===== config.mk =====
export PLATFORM = sky130hd
export DESIGN_NAME = isotp_uds_response_reassembler
export DESIGN_NICKNAME = d
export VERILOG_FILES = /design/src/rtl/core/isotp_pkg.sv /design/src/rtl/core/isotp_uds_response_reassembler.sv /design/src/rtl/core/isotp_ram.sv /design/src/rtl/core/isotp_dp.sv /design/src/rtl/core/isotp_ctrl.sv
export SDC_FILE = /design/constraint.sdc
export NUM_CORES = 1
export LEC_CHECK = 0
export BUFFER_PORTS_ARGS = -buffer_cell sky130_fd_sc_hd__buf_2
export CORE_ASPECT_RATIO = 1.5
export CORE_UTILIZATION = 55
export CTS_CLUSTER_DIAMETER = 200
export DETAILED_ROUTE_END_ITERATION = 10
export HOLD_SLACK_MARGIN = 0.08
export PLACE_DENSITY = 0.72
export RECOVER_POWER = 50
export SETUP_SLACK_MARGIN = 0.1
export SLEW_MARGIN = 20
export SYNTH_ARGS = -nofsm -noshare
export SYNTH_HDL_FRONTEND = slang
export SYNTH_HIERARCHICAL = 1
export SYNTH_SLANG_ARGS = --single-unit

===== constraint.sdc =====
create_clock -name clk -period 4.4 [get_ports clk]
set_input_delay 0.44 -clock clk [delete_from_list [all_inputs] [get_ports clk]]
set_output_delay 0.44 -clock clk [all_outputs]
set_load 0.02 [all_outputs]

===== src/rtl/core/isotp_pkg.sv =====
`timescale 1ns / 1ps
// ----------------------------------------------------------------------------
// isotp_pkg
// Shared codes, command and status bundles for the response reassembler.
// ----------------------------------------------------------------------------
package isotp_pkg;

	localparam int BUFFER_BYTES = 64;

	localparam logic [1:0] OP_START = 2'd0;
	localparam logic [1:0] OP_FRAME = 2'd1;
	localparam logic [1:0] OP_TICK  = 2'd2;

	localparam logic [2:0] KIND_FLOW    = 3'd0;
	localparam logic [2:0] KIND_BYTE    = 3'd1;
	localparam logic [2:0] KIND_NEG     = 3'd2;
	localparam logic [2:0] KIND_TIMEOUT = 3'd3;
	localparam logic [2:0] KIND_EMPTY   = 3'd4;

	localparam logic [3:0] PCI_SINGLE = 4'h0;
	localparam logic [3:0] PCI_FIRST  = 4'h1;
	localparam logic [3:0] PCI_CONSEC = 4'h2;

	localparam logic [0:0] REG_REQUEST_ID = 1'b0;
	localparam logic [0:0] REG_TIMEOUT_MS = 1'b1;

	localparam logic [11:0] RESP_ID_OFFSET = 12'h008;
	localparam logic [7:0]  NEG_SID        = 8'h7F;
	localparam logic [7:0]  NRC_PENDING    = 8'h78;
	localparam logic [7:0]  NRC_ABSENT     = 8'hFF;
	localparam logic [7:0]  SVC_ABSENT     = 8'h22;
	localparam logic [15:0] TIMER_MAX      = 16'hFFFF;

	typedef enum logic [1:0] {
		WMODE_SINGLE = 2'd0,
		WMODE_FIRST  = 2'd1,
		WMODE_CONSEC = 2'd2
	} wmode_t;

	typedef struct packed {
		logic       capture;
		logic       clear;
		logic       tick;
		logic       clr_elapsed;
		logic       wr_start;
		wmode_t     wr_mode;
		logic       wr_step;
		logic       rd_start;
		logic       rd_issue;
		logic       rd_next;
		logic       load_res;
		logic [2:0] res_kind;
	} cmd_t;

	typedef struct packed {
		logic [1:0] opcode;
		logic       id_match;
		logic [3:0] pci;
		logic       timeout_hit;
		logic       wr_more;
		logic       neg;
		logic       nrc_pending;
		logic       complete;
		logic       total_zero;
		logic       rd_last;
		logic       out_free;
	} status_t;

	function automatic logic [7:0] frame_byte(input logic [63:0] d, input logic [2:0] i);
		return d[8 * (7 - i) +: 8];
	endfunction

endpackage


===== src/rtl/core/isotp_uds_response_reassembler.sv =====
`timescale 1ns / 1ps
// ----------------------------------------------------------------------------
// isotp_uds_response_reassembler
// Requests are taken one at a time: the next is accepted only once the
// previous one finishes, result stalls included. Frame bytes are written one
// at a time through the single buffer write port, and a delivered message is
// read back from the buffer and sent as one result per byte in place of a
// single result. Reset is asynchronous and clears the wait, reassembly and
// timer state; buffer contents are not cleared.
// ----------------------------------------------------------------------------
module isotp_uds_response_reassembler (
	input  logic        clk,
	input  logic        arst_n,
	input  logic        cfg_valid,
	output logic        cfg_ready,
	input  logic [0:0]  cfg_index,
	input  logic [15:0] cfg_data,
	input  logic        item_valid,
	output logic        item_stall,
	input  logic [1:0]  opcode,
	input  logic [10:0] frame_id,
	input  logic [63:0] frame_data,
	output logic        result_valid,
	input  logic        result_stall,
	output logic [2:0]  kind,
	output logic [7:0]  data_byte,
	output logic [5:0]  byte_index,
	output logic [6:0]  message_length,
	output logic [7:0]  service_code,
	output logic [7:0]  nrc_code,
	output logic        last
);

	isotp_pkg::cmd_t    cmd;
	isotp_pkg::status_t status;

	assign cfg_ready = 1'b1;

	isotp_ctrl u_ctrl (
		.clk       (clk),
		.arst_n    (arst_n),
		.item_valid(item_valid),
		.item_stall(item_stall),
		.status    (status),
		.cmd       (cmd)
	);

	isotp_dp u_dp (
		.clk           (clk),
		.arst_n        (arst_n),
		.cfg_valid     (cfg_valid),
		.cfg_index     (cfg_index),
		.cfg_data      (cfg_data),
		.opcode        (opcode),
		.frame_id      (frame_id),
		.frame_data    (frame_data),
		.result_stall  (result_stall),
		.cmd           (cmd),
		.status        (status),
		.result_valid  (result_valid),
		.kind          (kind),
		.data_byte     (data_byte),
		.byte_index    (byte_index),
		.message_length(message_length),
		.service_code  (service_code),
		.nrc_code      (nrc_code),
		.last          (last)
	);

endmodule


===== src/rtl/core/isotp_ram.sv =====
`timescale 1ns / 1ps
// ----------------------------------------------------------------------------
// isotp_ram
// Generic single-write, single-read RAM with registered read data.
// ----------------------------------------------------------------------------
module isotp_ram #(
	parameter int WIDTH = 8,
	parameter int DEPTH = 64
) (
	input  logic                     clk,
	input  logic                     we,
	input  logic [$clog2(DEPTH)-1:0] waddr,
	input  logic [WIDTH-1:0]         wdata,
	input  logic                     re,
	input  logic [$clog2(DEPTH)-1:0] raddr,
	output logic [WIDTH-1:0]         rdata
);

	logic [WIDTH-1:0] mem_q [DEPTH];

	always_ff @(posedge clk) begin
		if (we) begin
			mem_q[waddr] <= wdata;
		end
		if (re) begin
			rdata <= mem_q[raddr];
		end
	end

endmodule


===== src/rtl/core/isotp_dp.sv =====
`timescale 1ns / 1ps
// ----------------------------------------------------------------------------
// isotp_dp
// Datapath: configuration, frame latch, counters, timer, buffer and result
// register.
// ----------------------------------------------------------------------------
module isotp_dp (
	input  logic                clk,
	input  logic                arst_n,
	input  logic                cfg_valid,
	input  logic [0:0]          cfg_index,
	input  logic [15:0]         cfg_data,
	input  logic [1:0]          opcode,
	input  logic [10:0]         frame_id,
	input  logic [63:0]         frame_data,
	input  logic                result_stall,
	input  isotp_pkg::cmd_t     cmd,
	output isotp_pkg::status_t  status,
	output logic                result_valid,
	output logic [2:0]          kind,
	output logic [7:0]          data_byte,
	output logic [5:0]          byte_index,
	output logic [6:0]          message_length,
	output logic [7:0]          service_code,
	output logic [7:0]          nrc_code,
	output logic                last
);

	localparam int AW = $clog2(isotp_pkg::BUFFER_BYTES);
	localparam int CW = $clog2(isotp_pkg::BUFFER_BYTES + 1);

	logic [10:0]      request_id_q;
	logic [15:0]      timeout_q;
	logic [1:0]       opcode_q;
	logic [10:0]      fid_q;
	logic [63:0]      data_q;
	logic [11:0]      exp_q;
	logic [CW-1:0]    rc_q;
	logic [15:0]      elapsed_q;
	isotp_pkg::wmode_t mode_q;
	logic [2:0]       k_q;
	logic [2:0]       nmax_q;
	logic [2:0]       off_q;
	logic [7:0]       head0_q;
	logic [7:0]       head1_q;
	logic [7:0]       head2_q;
	logic [AW-1:0]    di_q;
	logic             rv_q;

	logic [7:0]       b0;
	logic [2:0]       sf_len;
	logic [15:0]      elapsed_nx;
	logic             sf_mode;
	logic [11:0]      total;
	logic             neg;
	logic [7:0]       svc;
	logic [7:0]       nrc;
	logic             out_free;
	logic             rd_last;
	logic             we;
	logic [AW-1:0]    waddr;
	logic [7:0]       wdata;
	logic [7:0]       rdata;

	assign b0         = isotp_pkg::frame_byte(data_q, 3'd0);
	assign sf_len     = b0[3] ? 3'd7 : b0[2:0];
	assign elapsed_nx = (elapsed_q == isotp_pkg::TIMER_MAX) ? elapsed_q : elapsed_q + 16'd1;
	assign sf_mode    = (mode_q == isotp_pkg::WMODE_SINGLE);
	assign total      = sf_mode ? 12'(nmax_q) : exp_q;
	assign neg        = (total != 12'd0) && (head0_q == isotp_pkg::NEG_SID);
	assign svc        = (total >= 12'd2) ? head1_q : isotp_pkg::SVC_ABSENT;
	assign nrc        = (total >= 12'd3) ? head2_q : isotp_pkg::NRC_ABSENT;
	assign out_free   = !rv_q || !result_stall;
	assign rd_last    = (12'(di_q) + 12'd1) == total;

	assign we    = cmd.wr_step;
	assign waddr = sf_mode ? AW'(k_q) : rc_q[AW-1:0];
	assign wdata = isotp_pkg::frame_byte(data_q, 3'(off_q + k_q));

	always_comb begin
		status.opcode      = opcode_q;
		status.id_match    = {1'b0, fid_q} == (12'(request_id_q) + isotp_pkg::RESP_ID_OFFSET);
		status.pci         = b0[7:4];
		status.timeout_hit = elapsed_nx >= timeout_q;
		status.wr_more     = (k_q < nmax_q)
			&& (sf_mode || ((12'(rc_q) < exp_q)
			&& (12'(rc_q) < 12'(isotp_pkg::BUFFER_BYTES))));
		status.neg         = neg;
		status.nrc_pending = neg && (nrc == isotp_pkg::NRC_PENDING);
		status.complete    = 12'(rc_q) >= exp_q;
		status.total_zero  = (total == 12'd0);
		status.rd_last     = rd_last;
		status.out_free    = out_free;
	end

	isotp_ram #(
		.WIDTH(8),
		.DEPTH(isotp_pkg::BUFFER_BYTES)
	) u_buf (
		.clk  (clk),
		.we   (we),
		.waddr(waddr),
		.wdata(wdata),
		.re   (cmd.rd_issue),
		.raddr(di_q),
		.rdata(rdata)
	);

	// configuration registers
	always_ff @(posedge clk or negedge arst_n) begin
		if (!arst_n) begin
			request_id_q <= 11'd2016;
			timeout_q    <= 16'd150;
		end else if (cfg_valid) begin
			case (cfg_index)
				isotp_pkg::REG_REQUEST_ID: request_id_q <= cfg_data[10:0];
				isotp_pkg::REG_TIMEOUT_MS: timeout_q    <= cfg_data;
				default: ;
			endcase
		end
	end

	always_ff @(posedge clk or negedge arst_n) begin
		if (!arst_n) begin
			opcode_q  <= '0;
			fid_q     <= '0;
			data_q    <= '0;
			exp_q     <= '0;
			rc_q      <= '0;
			elapsed_q <= '0;
			mode_q    <= isotp_pkg::WMODE_SINGLE;
			k_q       <= '0;
			nmax_q    <= '0;
			off_q     <= '0;
			head0_q   <= '0;
			head1_q   <= '0;
			head2_q   <= '0;
			di_q      <= '0;
		end else begin
			if (cmd.capture) begin
				opcode_q <= opcode;
				fid_q    <= frame_id;
				data_q   <= frame_data;
			end
			if (cmd.clear) begin
				exp_q     <= '0;
				rc_q      <= '0;
				elapsed_q <= '0;
			end
			if (cmd.tick) begin
				elapsed_q <= elapsed_nx;
			end
			if (cmd.clr_elapsed) begin
				elapsed_q <= '0;
			end
			if (cmd.wr_start) begin
				mode_q <= cmd.wr_mode;
				k_q    <= '0;
				case (cmd.wr_mode)
					isotp_pkg::WMODE_SINGLE: begin
						nmax_q <= sf_len;
						off_q  <= 3'd1;
					end
					isotp_pkg::WMODE_FIRST: begin
						exp_q  <= {b0[3:0], isotp_pkg::frame_byte(data_q, 3'd1)};
						rc_q   <= '0;
						nmax_q <= 3'd6;
						off_q  <= 3'd2;
					end
					default: begin
						nmax_q <= 3'd7;
						off_q  <= 3'd1;
					end
				endcase
			end
			if (cmd.wr_step) begin
				k_q <= k_q + 3'd1;
				if (!sf_mode) begin
					rc_q <= rc_q + CW'(1);
				end
				if (waddr == AW'(0)) head0_q <= wdata;
				if (waddr == AW'(1)) head1_q <= wdata;
				if (waddr == AW'(2)) head2_q <= wdata;
			end
			if (cmd.rd_start) begin
				di_q <= '0;
			end
			if (cmd.rd_next) begin
				di_q <= di_q + AW'(1);
			end
		end
	end

	// result register
	always_ff @(posedge clk or negedge arst_n) begin
		if (!arst_n) begin
			rv_q           <= 1'b0;
			kind           <= '0;
			data_byte      <= '0;
			byte_index     <= '0;
			message_length <= '0;
			service_code   <= '0;
			nrc_code       <= '0;
			last           <= 1'b0;
		end else if (cmd.load_res) begin
			rv_q           <= 1'b1;
			kind           <= cmd.res_kind;
			data_byte      <= '0;
			byte_index     <= '0;
			message_length <= '0;
			service_code   <= '0;
			nrc_code       <= '0;
			last           <= 1'b1;
			if (cmd.res_kind == isotp_pkg::KIND_BYTE) begin
				data_byte      <= rdata;
				byte_index     <= 6'(di_q);
				message_length <= 7'(total);
				last           <= rd_last;
			end
			if (cmd.res_kind == isotp_pkg::KIND_NEG) begin
				service_code <= svc;
				nrc_code     <= nrc;
			end
		end else if (!result_stall) begin
			rv_q <= 1'b0;
		end
	end

	assign result_valid = rv_q;

endmodule


===== src/rtl/core/isotp_ctrl.sv =====
`timescale 1ns / 1ps
// ----------------------------------------------------------------------------
// isotp_ctrl
// Controller: wait and reassembly flags, frame classification and sequencing
// of buffer writes and message delivery.
// ----------------------------------------------------------------------------
module isotp_ctrl (
	input  logic               clk,
	input  logic               arst_n,
	input  logic               item_valid,
	output logic               item_stall,
	input  isotp_pkg::status_t status,
	output isotp_pkg::cmd_t    cmd
);

	typedef enum logic [6:0] {
		ST_IDLE  = 7'b0000001,
		ST_CLASS = 7'b0000010,
		ST_WRITE = 7'b0000100,
		ST_POST  = 7'b0001000,
		ST_EMIT  = 7'b0010000,
		ST_READ  = 7'b0100000,
		ST_SEND  = 7'b1000000
	} state_t;

	state_t            state_q;
	state_t            state_d;
	logic              waiting_q;
	logic              waiting_d;
	logic              assembling_q;
	logic              assembling_d;
	logic [2:0]        kind_q;
	logic [2:0]        kind_d;
	isotp_pkg::wmode_t mode_q;
	isotp_pkg::wmode_t mode_d;

	assign item_stall = (state_q != ST_IDLE);

	always_comb begin
		state_d      = state_q;
		waiting_d    = waiting_q;
		assembling_d = assembling_q;
		kind_d       = kind_q;
		mode_d       = mode_q;
		cmd          = '0;
		cmd.res_kind = kind_q;
		cmd.wr_mode  = mode_q;
		case (state_q)
			ST_IDLE: begin
				if (item_valid) begin
					cmd.capture = 1'b1;
					state_d     = ST_CLASS;
				end
			end
			ST_CLASS: begin
				state_d = ST_IDLE;
				case (status.opcode)
					isotp_pkg::OP_START: begin
						waiting_d    = 1'b1;
						assembling_d = 1'b0;
						cmd.clear    = 1'b1;
					end
					isotp_pkg::OP_TICK: begin
						if (waiting_q) begin
							cmd.tick = 1'b1;
							if (status.timeout_hit) begin
								waiting_d    = 1'b0;
								assembling_d = 1'b0;
								kind_d       = isotp_pkg::KIND_TIMEOUT;
								state_d      = ST_EMIT;
							end
						end
					end
					isotp_pkg::OP_FRAME: begin
						if (waiting_q && status.id_match) begin
							case (status.pci)
								isotp_pkg::PCI_SINGLE: begin
									mode_d = isotp_pkg::WMODE_SINGLE;
									state_d = ST_WRITE;
								end
								isotp_pkg::PCI_FIRST: begin
									mode_d = isotp_pkg::WMODE_FIRST;
									state_d = ST_WRITE;
								end
								isotp_pkg::PCI_CONSEC: begin
									if (assembling_q) begin
										mode_d = isotp_pkg::WMODE_CONSEC;
										state_d = ST_WRITE;
									end
								end
								default: ;
							endcase
							cmd.wr_start = (state_d == ST_WRITE);
							cmd.wr_mode  = mode_d;
						end
					end
					default: ;
				endcase
			end
			ST_WRITE: begin
				if (status.wr_more) begin
					cmd.wr_step = 1'b1;
				end else begin
					state_d = ST_POST;
				end
			end
			ST_POST: begin
				state_d = ST_IDLE;
				case (mode_q)
					isotp_pkg::WMODE_SINGLE: begin
						if (status.nrc_pending) begin
							cmd.clr_elapsed = 1'b1;
						end else begin
							waiting_d    = 1'b0;
							assembling_d = 1'b0;
							if (status.neg) begin
								kind_d  = isotp_pkg::KIND_NEG;
								state_d = ST_EMIT;
							end else if (status.total_zero) begin
								kind_d  = isotp_pkg::KIND_EMPTY;
								state_d = ST_EMIT;
							end else begin
								cmd.rd_start = 1'b1;
								state_d      = ST_READ;
							end
						end
					end
					isotp_pkg::WMODE_FIRST: begin
						assembling_d = 1'b1;
						kind_d       = isotp_pkg::KIND_FLOW;
						state_d      = ST_EMIT;
					end
					default: begin
						if (status.complete) begin
							waiting_d    = 1'b0;
							assembling_d = 1'b0;
							if (status.neg) begin
								kind_d  = isotp_pkg::KIND_NEG;
								state_d = ST_EMIT;
							end else if (status.total_zero) begin
								kind_d  = isotp_pkg::KIND_EMPTY;
								state_d = ST_EMIT;
							end else begin
								cmd.rd_start = 1'b1;
								state_d      = ST_READ;
							end
						end
					end
				endcase
			end
			ST_EMIT: begin
				if (status.out_free) begin
					cmd.load_res = 1'b1;
					state_d      = ST_IDLE;
				end
			end
			ST_READ: begin
				cmd.rd_issue = 1'b1;
				state_d      = ST_SEND;
			end
			ST_SEND: begin
				if (status.out_free) begin
					cmd.load_res = 1'b1;
					cmd.res_kind = isotp_pkg::KIND_BYTE;
					if (status.rd_last) begin
						state_d = ST_IDLE;
					end else begin
						cmd.rd_next = 1'b1;
						state_d     = ST_READ;
					end
				end
			end
			default: begin
				state_d = ST_IDLE;
			end
		endcase
	end

	always_ff @(posedge clk or negedge arst_n) begin
		if (!arst_n) begin
			state_q      <= ST_IDLE;
			waiting_q    <= 1'b0;
			assembling_q <= 1'b0;
			kind_q       <= isotp_pkg::KIND_FLOW;
			mode_q       <= isotp_pkg::WMODE_SINGLE;
		end else begin
			state_q      <= state_d;
			waiting_q    <= waiting_d;
			assembling_q <= assembling_d;
			kind_q       <= kind_d;
			mode_q       <= mode_d;
		end
	end

endmodule


* After elaboration in Yosys (flattened, before gate mapping)
Memory sizes are Yosys's and may differ from the RTL's. A register that Yosys moved wholly into a read port is not among the register bits.
Index checks and enable logic that the tools add are counted.
** Storage, ports and cells
- Register bits after elaboration :: 236
- RAM bits :: 512
- Bits of input ports :: 99
- Output and inout bits :: 44
- Logic and storage cells :: 221
- Memories :: 1
** Operators by class
- Add/sub/neg operators :: 8
- $lt $le $gt $ge :: 7
- Eq/ne operators :: 39
- Shift operators :: 1
- Multiplexer cells :: 103
- Bitwise operators :: 1
- Reductions and logical operators :: 32
** Memories
- u_dp.u_buf.mem_q :: words 64, bits a word 8, rd ports 1, clocked after memory_dff 1, write ports 1, line isotp_ram.sv:19 : logic [WIDTH-1:0] mem_q [DEPTH];
** Operators by type and width (count)
- $mux W7 :: 16
- $mux W16 :: 4
- $shiftx A64 B33 Y8 :: 1
- $pmux W7 S7 :: 1
- $mux W12 :: 4
- $mux W6 :: 8
- $mux W3 :: 15
- $pmux W7 S2 :: 3
- $mux W8 :: 5
- $mux W1 :: 30
- $ge A12 B2 Y1 const B :: 2
- $pmux W3 S2 :: 3
- $add A16 B1 Y16 const B :: 1
- $eq A16 B16 Y1 const B :: 1
- $eq A8 B7 Y1 const B :: 2
- $ge A16 B16 Y1 :: 1
- $pmux W1 S2 :: 8
- $eq A7 B3 Y1 const B :: 2
- $add A11 B4 Y12 const B :: 1
- $eq A11 B12 Y1 :: 1
- $eq A12 B12 Y1 :: 1
- $ge A7 B12 Y1 :: 1
- $logic_not A12 Y1 :: 1
- $lt A7 B12 Y1 :: 1
- other kinds (47) :: 78

* Longest topological paths before layout
Gate-level depths: netlist of run 1.
- Depth after elaboration :: 15
- Depth in mapped cells :: 17
- Mapped depth without buffers :: 16

* By module
The synthesis of run 1 kept the hierarchy.
** By module, submodules not included
- isotp_ram :: times used 1, cells each 972, area each 20270.7 µm², sequential area each 15615.0 µm²
- isotp_dp :: times used 1, cells each 878, area each 10755.3 µm², sequential area each 5542.8 µm²
- isotp_ctrl :: times used 1, cells each 127, area each 1112.3 µm², sequential area each 351.6 µm²
- isotp_uds_response_reassembler :: times used 1, cells each 2, area each 11.3 µm², sequential area each 0.0 µm²

* Least setup slack after synthesis of run 1
OpenSTA, ideal clock, no wires.
- Path type :: flip-flop to flip-flop
- From :: register u_dp.elapsed_q[0]
- To :: register u_ctrl.state_q[0]
- Library setup time :: 0.061 ns
- Data arrival time :: 3.536 ns
- Data required time :: 4.339 ns
- Setup slack :: 0.804 ns
- Cell stages (with the launch flop) :: 18
- Buffers on the path :: 1
- Clock period less this slack :: 3.596 ns
- Cells stage by stage :: dfrtp_1 ha_1 nand4_1 nor4_2 nand2_1 clkbuf_1 xnor2_1 ha_1 nand2b_1 a21o_1 a21o_1 a21oi_1 o211ai_1 a221o_1 a21boi_0 o311ai_0 o211ai_1 a31o_1
** RTL lines
- start, declared :: line isotp_dp.sv:39 : logic [15:0] elapsed_q;
- start signal, assigned :: line isotp_dp.sv:151 : elapsed_q <= elapsed_nx;
- end signal, assigned :: line isotp_ctrl.sv:187 : state_q <= state_d;
- end, declared :: line isotp_ctrl.sv:26 : state_t state_q;

* Worst setup path after layout of run 1
- From :: register u_dp.k_q[0]
- To :: memory u_dp.u_buf.mem_q[28][3], data pin
** On the way
- Cells in the longest elaborated chain, start to end :: 3
** RTL lines
- start, declared :: line isotp_dp.sv:41 : logic [2:0] k_q;
- start signal, assigned :: line isotp_dp.sv:177 : k_q <= k_q + 3'd1;
- $add A3 B3 Y3 :: line isotp_dp.sv:78 : assign wdata = isotp_pkg::frame_byte(data_q, 3'(off_q + k_q));
- $sub A3 B3 Y4 :: line isotp_pkg.sv:70 : return d[8 * (7 - i) +: 8];
- $shiftx A64 B33 Y8 :: line isotp_pkg.sv:70
- named net u_dp.wdata[3] :: line isotp_dp.sv:62 : logic [7:0] wdata;
- end, declared :: line isotp_ram.sv:19
The timed path passes the listed nets, and every way through them passes these cells.

==> results of run 1 <==
## cell type report
| type | instances | share of cell area, % |
|---|---|---|
| sequential | 755 | 58.2 |
| multi-input combinational | 1072 | 26.9 |
| timing repair buffer | 334 | 6.28 |
| clock buffer | 86 | 4.94 |
| tap | 770 | 2.61 |
| clock inverter | 33 | 0.623 |
| inverter | 47 | 0.477 |
## state kept, by name (all words and copies together) (netlist names), 8 cells and up
register,count
u_dp/fid_q,11
u_dp/u_buf/rdata,8
u_dp/u_buf/mem_q,512
u_dp/data_byte,8
u_dp/nrc_code,8
u_dp/timeout_q,16
u_dp/elapsed_q,16
u_dp/service_code,8
u_dp/request_id_q,11
u_dp/head2_q,8
u_dp/head1_q,8
u_dp/exp_q,12
u_dp/data_q,64
u_dp/head0_q,8
## power by group
part / internal [µW] / leakage (µW) / switching, µW
clock: 3060 / 0.00100 / 2550
sequential: 8800 / 0.00767 / 356
combinational: 847 / 0.00486 / 1470
## stage by stage
stage | util, % | cells | cell area [µm²]
3_5_place_dp | 59.1 | 2891 | 34200
5_1_grt | 63.9 | 3097 | 37000
3_3_place_gp | 59.1 | 2891 | 34200
4_1_cts | 64.1 | 3097 | 37100
2_1_floorplan | - | 1979 | 32100
6_report | 63.9 | 3097 | 37000
## kinds of logic (layout without fill, tap and decap cells)
group                      after synthesis  count (layout)  synth area share, %
DFF                                    755             755                 66.9
and+or+nand+nor                        433             433                 6.88
muxes                                  311             311                 15.8
AOI/OAI and AO/OA                      254             254                 5.64
buffers and inverters                  152             500                 2.27
xor gates and xnor gates                38              38                 1.08
adders and majority gates               35              35                 1.39
other                                    1               1               0.0117
## cell usage in the layout, fill, tap and decap left out, drive strengths merged, types with 16 or more instances in the layout
cell type	n
edfxtp	520
dfrtp	224
buf	186
clkbuf	147
mux2	143
mux4	140
nor2	140
dlygate4sd3	87
nand2	86
nand3	48
o21ai	48
inv	47
ha	34
a22o	31
mux2i	28
clkinv	27
a21oi	25
xnor2	24
o22ai	23
nand4	21
nand2b	19
o31ai	17
nor3	16
## worst paths after layout
kind | from | endpoint | slack [ns]
min reg2reg | u_dp/u_buf/rdata[5]$_DFFE_PP_ | u_dp/data_byte[5]$_DFFE_PN0P_ | 0.47
max | u_dp/k_q[0]$_DFFE_PN0P_ | u_dp/u_buf/mem_q[28][3]$_DFFE_PP_ | 0.25
max reg2reg | u_dp/k_q[0]$_DFFE_PN0P_ | u_dp/u_buf/mem_q[28][3]$_DFFE_PP_ | 0.25
min in group asynchronous | arst_n | u_dp/data_q[11]$_DFFE_PN0P_ | 1.06
max in group asynchronous | arst_n | u_dp/di_q[1]$_DFFE_PN0P_ | 1.29
min | cfg_data[7] | u_dp/timeout_q[7]$_DFFE_PN1P_ | 0.11
## worst max-delay path, stage by stage, from the launching register on
cell      delay (ns)
dfrtp_1         0.45
ha_1            0.25
fa_1            0.86
clkbuf_1        0.39
mux4_2          0.28
mux2_1          1.07
buf_4           0.54
## routing by layer
layer	global-route usage, %	part of all wire (%)	vias up
met5	0	0	-
met4	13.8	5.3	0
met1	32.7	36	9873
met3	3.81	5.6	195
li1	-	-	8309
met2	48.3	53	769
## timing repair
item,CTS,global route
hold endpoints to repair,175,0
hold buffers,87,0
buffers inserted,0,0
setup endpoints to repair,0,22
gates resized for setup,0,5
==> run_results.csv, run 1 <==
group,metric,value,unit
outcome,outcome,"finished, violations left",
outcome,failed_checks,"max-capacitance violations, max-slew violations",
timing,min_period,4.15,ns
clocking,clock_latency,0.61,ns
global_routing,grt.overflow.total,0,
logic_synthesis,synth_nets,2113,
timing,maxSlewHeadroom,-50.9,%
floorplanning,boundaryPins,143,
detailed_routing,via_count,19100,
logic_synthesis,synth_cell_types,92,
logic_synthesis,synthTopCellsByCount,"520 x edfxtp_1, 224 x dfrtp_1, 140 x mux4_2, 138 x nor2_1, 135 x mux2_2",
clocking,cts_tree,"yes",
timing,layout_setup_ws,0.252,ns
timing,slew_viol_final,288,
worst_setup_path,start_kind,"register",
detailed_routing,drc,0,
placed_design,dp_hpwl,52500,µm
pwr,vdd_ir_drop_max,0.441,mV
global_routing,grt_pass1_wl,120000,µm
logic_synthesis,syn_area,0.0321,mm²
placed_design,numPortBuffers,141,
timing,finalCritPeriodShare,94.3,%
clocking,clockBufferDepth,3,
logic_synthesis,avgSynthCellArea,16.2,µm²
pwr,powerDensity,463,mW/mm²
logic_synthesis,synth_seq_cells,755,
logic_synthesis,synth_warnings,6,
floorplanning,core-area,0.0578,mm²
finish,fillers,4224,
logic_synthesis,synth_flop_cell,"edfxtp_1",
worst_setup_path,crit_required,4.74,ns
clocking,htree_levels,3,
finish,drive_gt1_share,26.0,%
finish,ff_latch_area,0.0215,mm²
timing,finClkSkew,0.0300,ns
logic_synthesis,yosys-top-cells-area,"edfxtp_1 49%, dfrtp_1 17%, mux4_2 9.8%, mux2_2 4.7%, nor2_1 1.6%",
timing,worst_pin_slew,2.26,ns
logic_synthesis,synth_edf_count,520,
logic_synthesis,yosys.area.top_type,"edfxtp_1",
logic_synthesis,yosysSeqAreaShare,66.9,%
clocking,cts_made_buffers,68,
timing,max_freq,241,MHz
worst_setup_path,path_class,"register to register",
logic_synthesis,async_reset_ff_share,31.1,%
detailed_routing,drt_wl_total,78900,µm
worst_hold_path,hold_depth,2,
floorplanning,die_w,199,µm
clocking,clk_pin_slew_worst_paths,0.06,ns
job,maxCapViolations,5,
finish,layout.nets,2412,
finish,antennaDiodeCount,0,
worst_setup_path,critPathMaxFanout,34,
detailed_routing,antenna_left,0,
timing,tns,0,ns
worst_setup_path,worstPathArrival,4.49,ns
floorplanning,rows,108,
global_routing,grt_usage,27.4,%
global_routing,grt_pass1_vias,19900,
detailed_routing,wire_per_inst,25.5,µm
worst_hold_path,worstHoldPathType,"primary input to register",
logic_synthesis,netlist.area_leader.share,48.6,%
timing,setup_violations,0,
clocking,cts.sinks,755,
floorplanning,start_util,55.6,%
worst_setup_path,rr_worst_depth,6,
detailed_routing,via_per_inst,6.18,
finish,area_growth,14.9,%
floorplanning,die_y,298,µm
placed_design,post-place-ws,0.254,ns
detailed_routing,firstDrtPassIters,5,
timing,whs,0.114,ns
finish,multiInputGateArea,0.00992,mm²
clocking,root_buffer,"clkbuf_16",
global_routing,grt_max_degree,98,
pwr,leakage,0.0135,µW
global_routing,grt_antenna_before_repair,0,
logic_synthesis,netlist_instances,1979,
pwr,total_power,17100,µW
timing,rsz0062_at_grt,"no",
detailed_routing,drt_iter0_drc,1725,
logic_synthesis,synth_most_common_cell,"edfxtp_1",
timing,hold_violations,0,
placed_design,place_congestion,0.946,
worst_setup_path,endpoint_kind,"register",
floorplanning,dieArea,0.0594,mm²
Power figures use the tool's default switching activity.
==> run 2: changes to the inputs <==
--- a/config.mk
+++ b/config.mk
@@ -6,14 +6,13 @@
 export NUM_CORES = 1
 export LEC_CHECK = 0
 export BUFFER_PORTS_ARGS = -buffer_cell sky130_fd_sc_hd__buf_2
-export CORE_ASPECT_RATIO = 1.5
 export CORE_UTILIZATION = 55
 export CTS_CLUSTER_DIAMETER = 200
 export DETAILED_ROUTE_END_ITERATION = 10
 export HOLD_SLACK_MARGIN = 0.08
 export PLACE_DENSITY = 0.72
 export RECOVER_POWER = 50
-export SETUP_SLACK_MARGIN = 0.1
+export SETUP_SLACK_MARGIN = 0.3
 export SLEW_MARGIN = 20
 export SYNTH_ARGS = -nofsm -noshare
 export SYNTH_HDL_FRONTEND = slang
==> run 2 against run 1 <==
Against the previous run: the run still ends with max-capacitance violations, max-slew violations left; worst hold slack got worse by 0.010 ns; die area hardly changed; power grew 5.8%; count of clock-buffer cells in the layout is 16 higher; global-route usage down 1.2 points; final cell count is 0.26% higher; sequential cell count unchanged; worst setup slack better by 0.15 ns; utilization is 1.2 points higher; critical endpoint is now u_dp/head2_q[3]$_DFFE_PN0P_; highest routed layer is now met5.
==> run_results.csv, run 2 (synthesis gave the netlist of run 1 again) <==
group,metric,value,unit
worst_setup_path,rr_worst_depth,7,
timing,worst_pin_slew,2.76,ns
pwr,leakage,0.0138,µW
worst_setup_path,crit_required,4.87,ns
pwr,power_frac_seq,50.7,%
floorplanning,rows,88,
placed_design,place_congestion,0.887,
detailed_routing,firstDrtPassIters,6,
timing,finalCritPeriodShare,90.9,%
finish,top_register,"u_dp/u_buf/mem_q",
clocking,cts_tree,"yes",
clocking,clockBufferDepth,3,
global_routing,grt_pass1_wl,117000,µm
finish,largestRegisters,"u_dp/u_buf/mem_q: 512 flops, u_dp/data_q: 64 flops",
placed_design,place_area,0.0341,mm²
worst_setup_path,critPathMaxFanout,67,
clocking,root_buffer,"clkbuf_16",
worst_hold_path,hold_path_end,"u_dp/request_id_q[10]$_DFFE_PN1P_",
finish,stdcell_count,3105,
placed_design,dp.cells,2882,
pwr,internal_power,13700,µW
worst_setup_path,start_kind,"register",
detailed_routing,via_per_inst,6.23,
finish,drive_gt1_share,27.7,%
worst_setup_path,rrSetupSlack,0.40,ns
pwr,power.share.combinational,12.5,%
finish,area_growth,16.7,%
worst_hold_path,worstHoldStart,"cfg_data[10]",
worst_hold_path,worstHoldPathType,"primary input to register",
clocking,cts_made_buffers,76,
timing,setup_violations,0,
detailed_routing,via_count,19300,
job,maxCapViolations,4,
finish,largest_reg_flops,512,
pwr,vdd_ir_drop_max,0.458,mV
clocking,clock_latency,0.61,ns
timing,slew_viol_final,297,
worst_setup_path,r2r-start,"u_dp/k_q[0]$_DFFE_PN0P_",
global_routing,grt_pass1_vias,19500,
finish,antennaDiodeCount,0,
timing,maxSlewHeadroom,-84.2,%
clocking,cts.sinks,755,
detailed_routing,drt_iter0_drc,2108,
finish,stdcell_area,0.0375,mm²
worst_hold_path,hold_depth,2,
timing,rsz0062_at_grt,"no",
detailed_routing,wire_per_inst,24.7,µm
worst_setup_path,path_class,"register to register",
finish,fillers,3959,
global_routing,grt_antenna_before_repair,1,
timing,hold_violations,0,
global_routing,grt_max_degree,112,
global_routing,grt_usage,26.2,%
clocking,htree_levels,3,
worst_setup_path,r2r-end,"u_dp/head2_q[3]$_DFFE_PN0P_",
detailed_routing,drt_wl_total,76700,µm
floorplanning,die_w,244,µm
pwr,powerDensity,482,mW/mm²
floorplanning,start_util,55.7,%
floorplanning,boundaryPins,143,
pwr,p_sw_share,24.3,%
detailed_routing,drc,0,
global_routing,grt.overflow.total,0,
timing,min_period,4.00,ns
clocking,clk_pin_slew_worst_paths,0.06,ns
placed_design,numPortBuffers,141,
finish,final_common_cell,"edfxtp_1",
timing,finClkSkew,0.0241,ns
timing,max_freq,250,MHz
outcome,outcome,"finished, violations left",
floorplanning,die_y,244,µm
timing,tns,0,ns
worst_setup_path,worstPathArrival,4.47,ns
pwr,clockPowerShare,36.9,%
finish,layout.nets,2418,
placed_design,dp_hpwl,48700,µm
worst_setup_path,endpoint_kind,"register",
outcome,failed_checks,"max-capacitance violations, max-slew violations",
finish,final_cell_mix,"520 x edfxtp_1, 221 x dfrtp_1, 140 x mux4_2",
floorplanning,dieArea,0.0594,mm²
pwr,p_switching,4400,µW
floorplanning,core-area,0.0577,mm²
detailed_routing,antenna_left,0,
## run 2: cell types whose count changed in the layout (fill, tap and decap cells not counted), moves of 4 or more
| cell | previous run | this run |
|---|---|---|
| mux2_2 | 126 | 131 |
| mux2_1 | 9 | 4 |
| nor2_1 | 138 | 134 |
| bufinv_16 | 2 | 10 |
| clkbuf_8 | 3 | 9 |
| nor2_2 | 1 | 5 |
| clkbuf_16 | 69 | 79 |
| clkbuf_1 | 67 | 62 |
| clkinv_1 | 12 | 8 |
| clkinv_4 | 4 | 0 |
## run 2: metrics by stage
step / util [%] / power [µW] / setup slack (ns) / hold slack, ns
finish: 65.1 / 18100 / 0.402 / 0.103
global route: 65.1 / 18700 / 0.179 / 0.0850
CTS: 65.1 / 18100 / 0.349 / 0.0801
detailed placement: 59.2 / 11500 / 0.180 / 0.462
global placement: 59.2 / 11300 / 0.339 / 0.458
floorplan: - / 10500 / 0.804 / 0.144
## run 2: metal layers
| layer | wire [µm] | global-route usage, % |
|---|---|---|
| met5 | 11 | 0 |
| met4 | 1870 | 7.33 |
| met3 | 5960 | 4.22 |
| met2 | 37200 | 41.9 |
| met1 | 31600 | 37.6 |
## run 2: how the worst max path moves through the flow
stage | slack, ns | cells past startpoint | end | start
after floorplan | 0.80 | 17 | u_ctrl/state_q[0]$_DFFE_PN1P_ | u_dp/elapsed_q[0]$_DFFE_PN0P_
after global placement | 0.34 | 13 | u_dp/rc_q[1]$_DFF_PN0_ | u_dp/request_id_q[3]$_DFFE_PN0P_
after detailed placement | 0.18 | 14 | u_dp/rc_q[5]$_DFF_PN0_ | u_dp/request_id_q[3]$_DFFE_PN0P_
after CTS | 0.35 | 14 | u_dp/rc_q[4]$_DFF_PN0_ | u_dp/request_id_q[3]$_DFFE_PN0P_
after global routing | 0.18 | 3 | u_dp/fid_q[3]$_DFFE_PN0P_ | arst_n
final | 0.40 | 7 | u_dp/head2_q[3]$_DFFE_PN0P_ | u_dp/k_q[0]$_DFFE_PN0P_
## run 2: power groups by stage
stage / Combinational [µW] / Sequential [µW] / Clock [µW]
global route: 2450 / 9220 / 7010
CTS: 2270 / 9130 / 6750
finish: 2250 / 9160 / 6660
floorplan: 1410 / 9120 / 0
detailed placement: 2210 / 9270 / 0
global placement: 2090 / 9240 / 0
## run 2: area by class of cell
type                            instances  area, µm²  area share [%]
Clock buffer                          102       2150            5.74
Clock inverter                         32        420            1.12
Inverter                               47        176           0.470
Multi-Input combinational cell       1072       9990            26.6
Sequential cell                       755      21500            57.3
Tap cell                              765        957            2.55
Timing Repair Buffer                  332       2320            6.18
## run 2: timing repair
action	CTS	global route
buffers inserted	0	5
hold endpoints to repair	192	0
resized for setup	4	17
setup endpoints to repair	23	55
hold buffers	84	0
pin swaps	0	4
cloned	0	0
## run 2: critical path, cell delays in order, from the launching register on
cell      delay, ns
dfrtp_1        0.45
ha_1           0.24
fa_1           0.84
buf_4          0.29
mux4_2         0.31
mux2_2         0.27
clkbuf_2       0.78
mux2_2         0.62
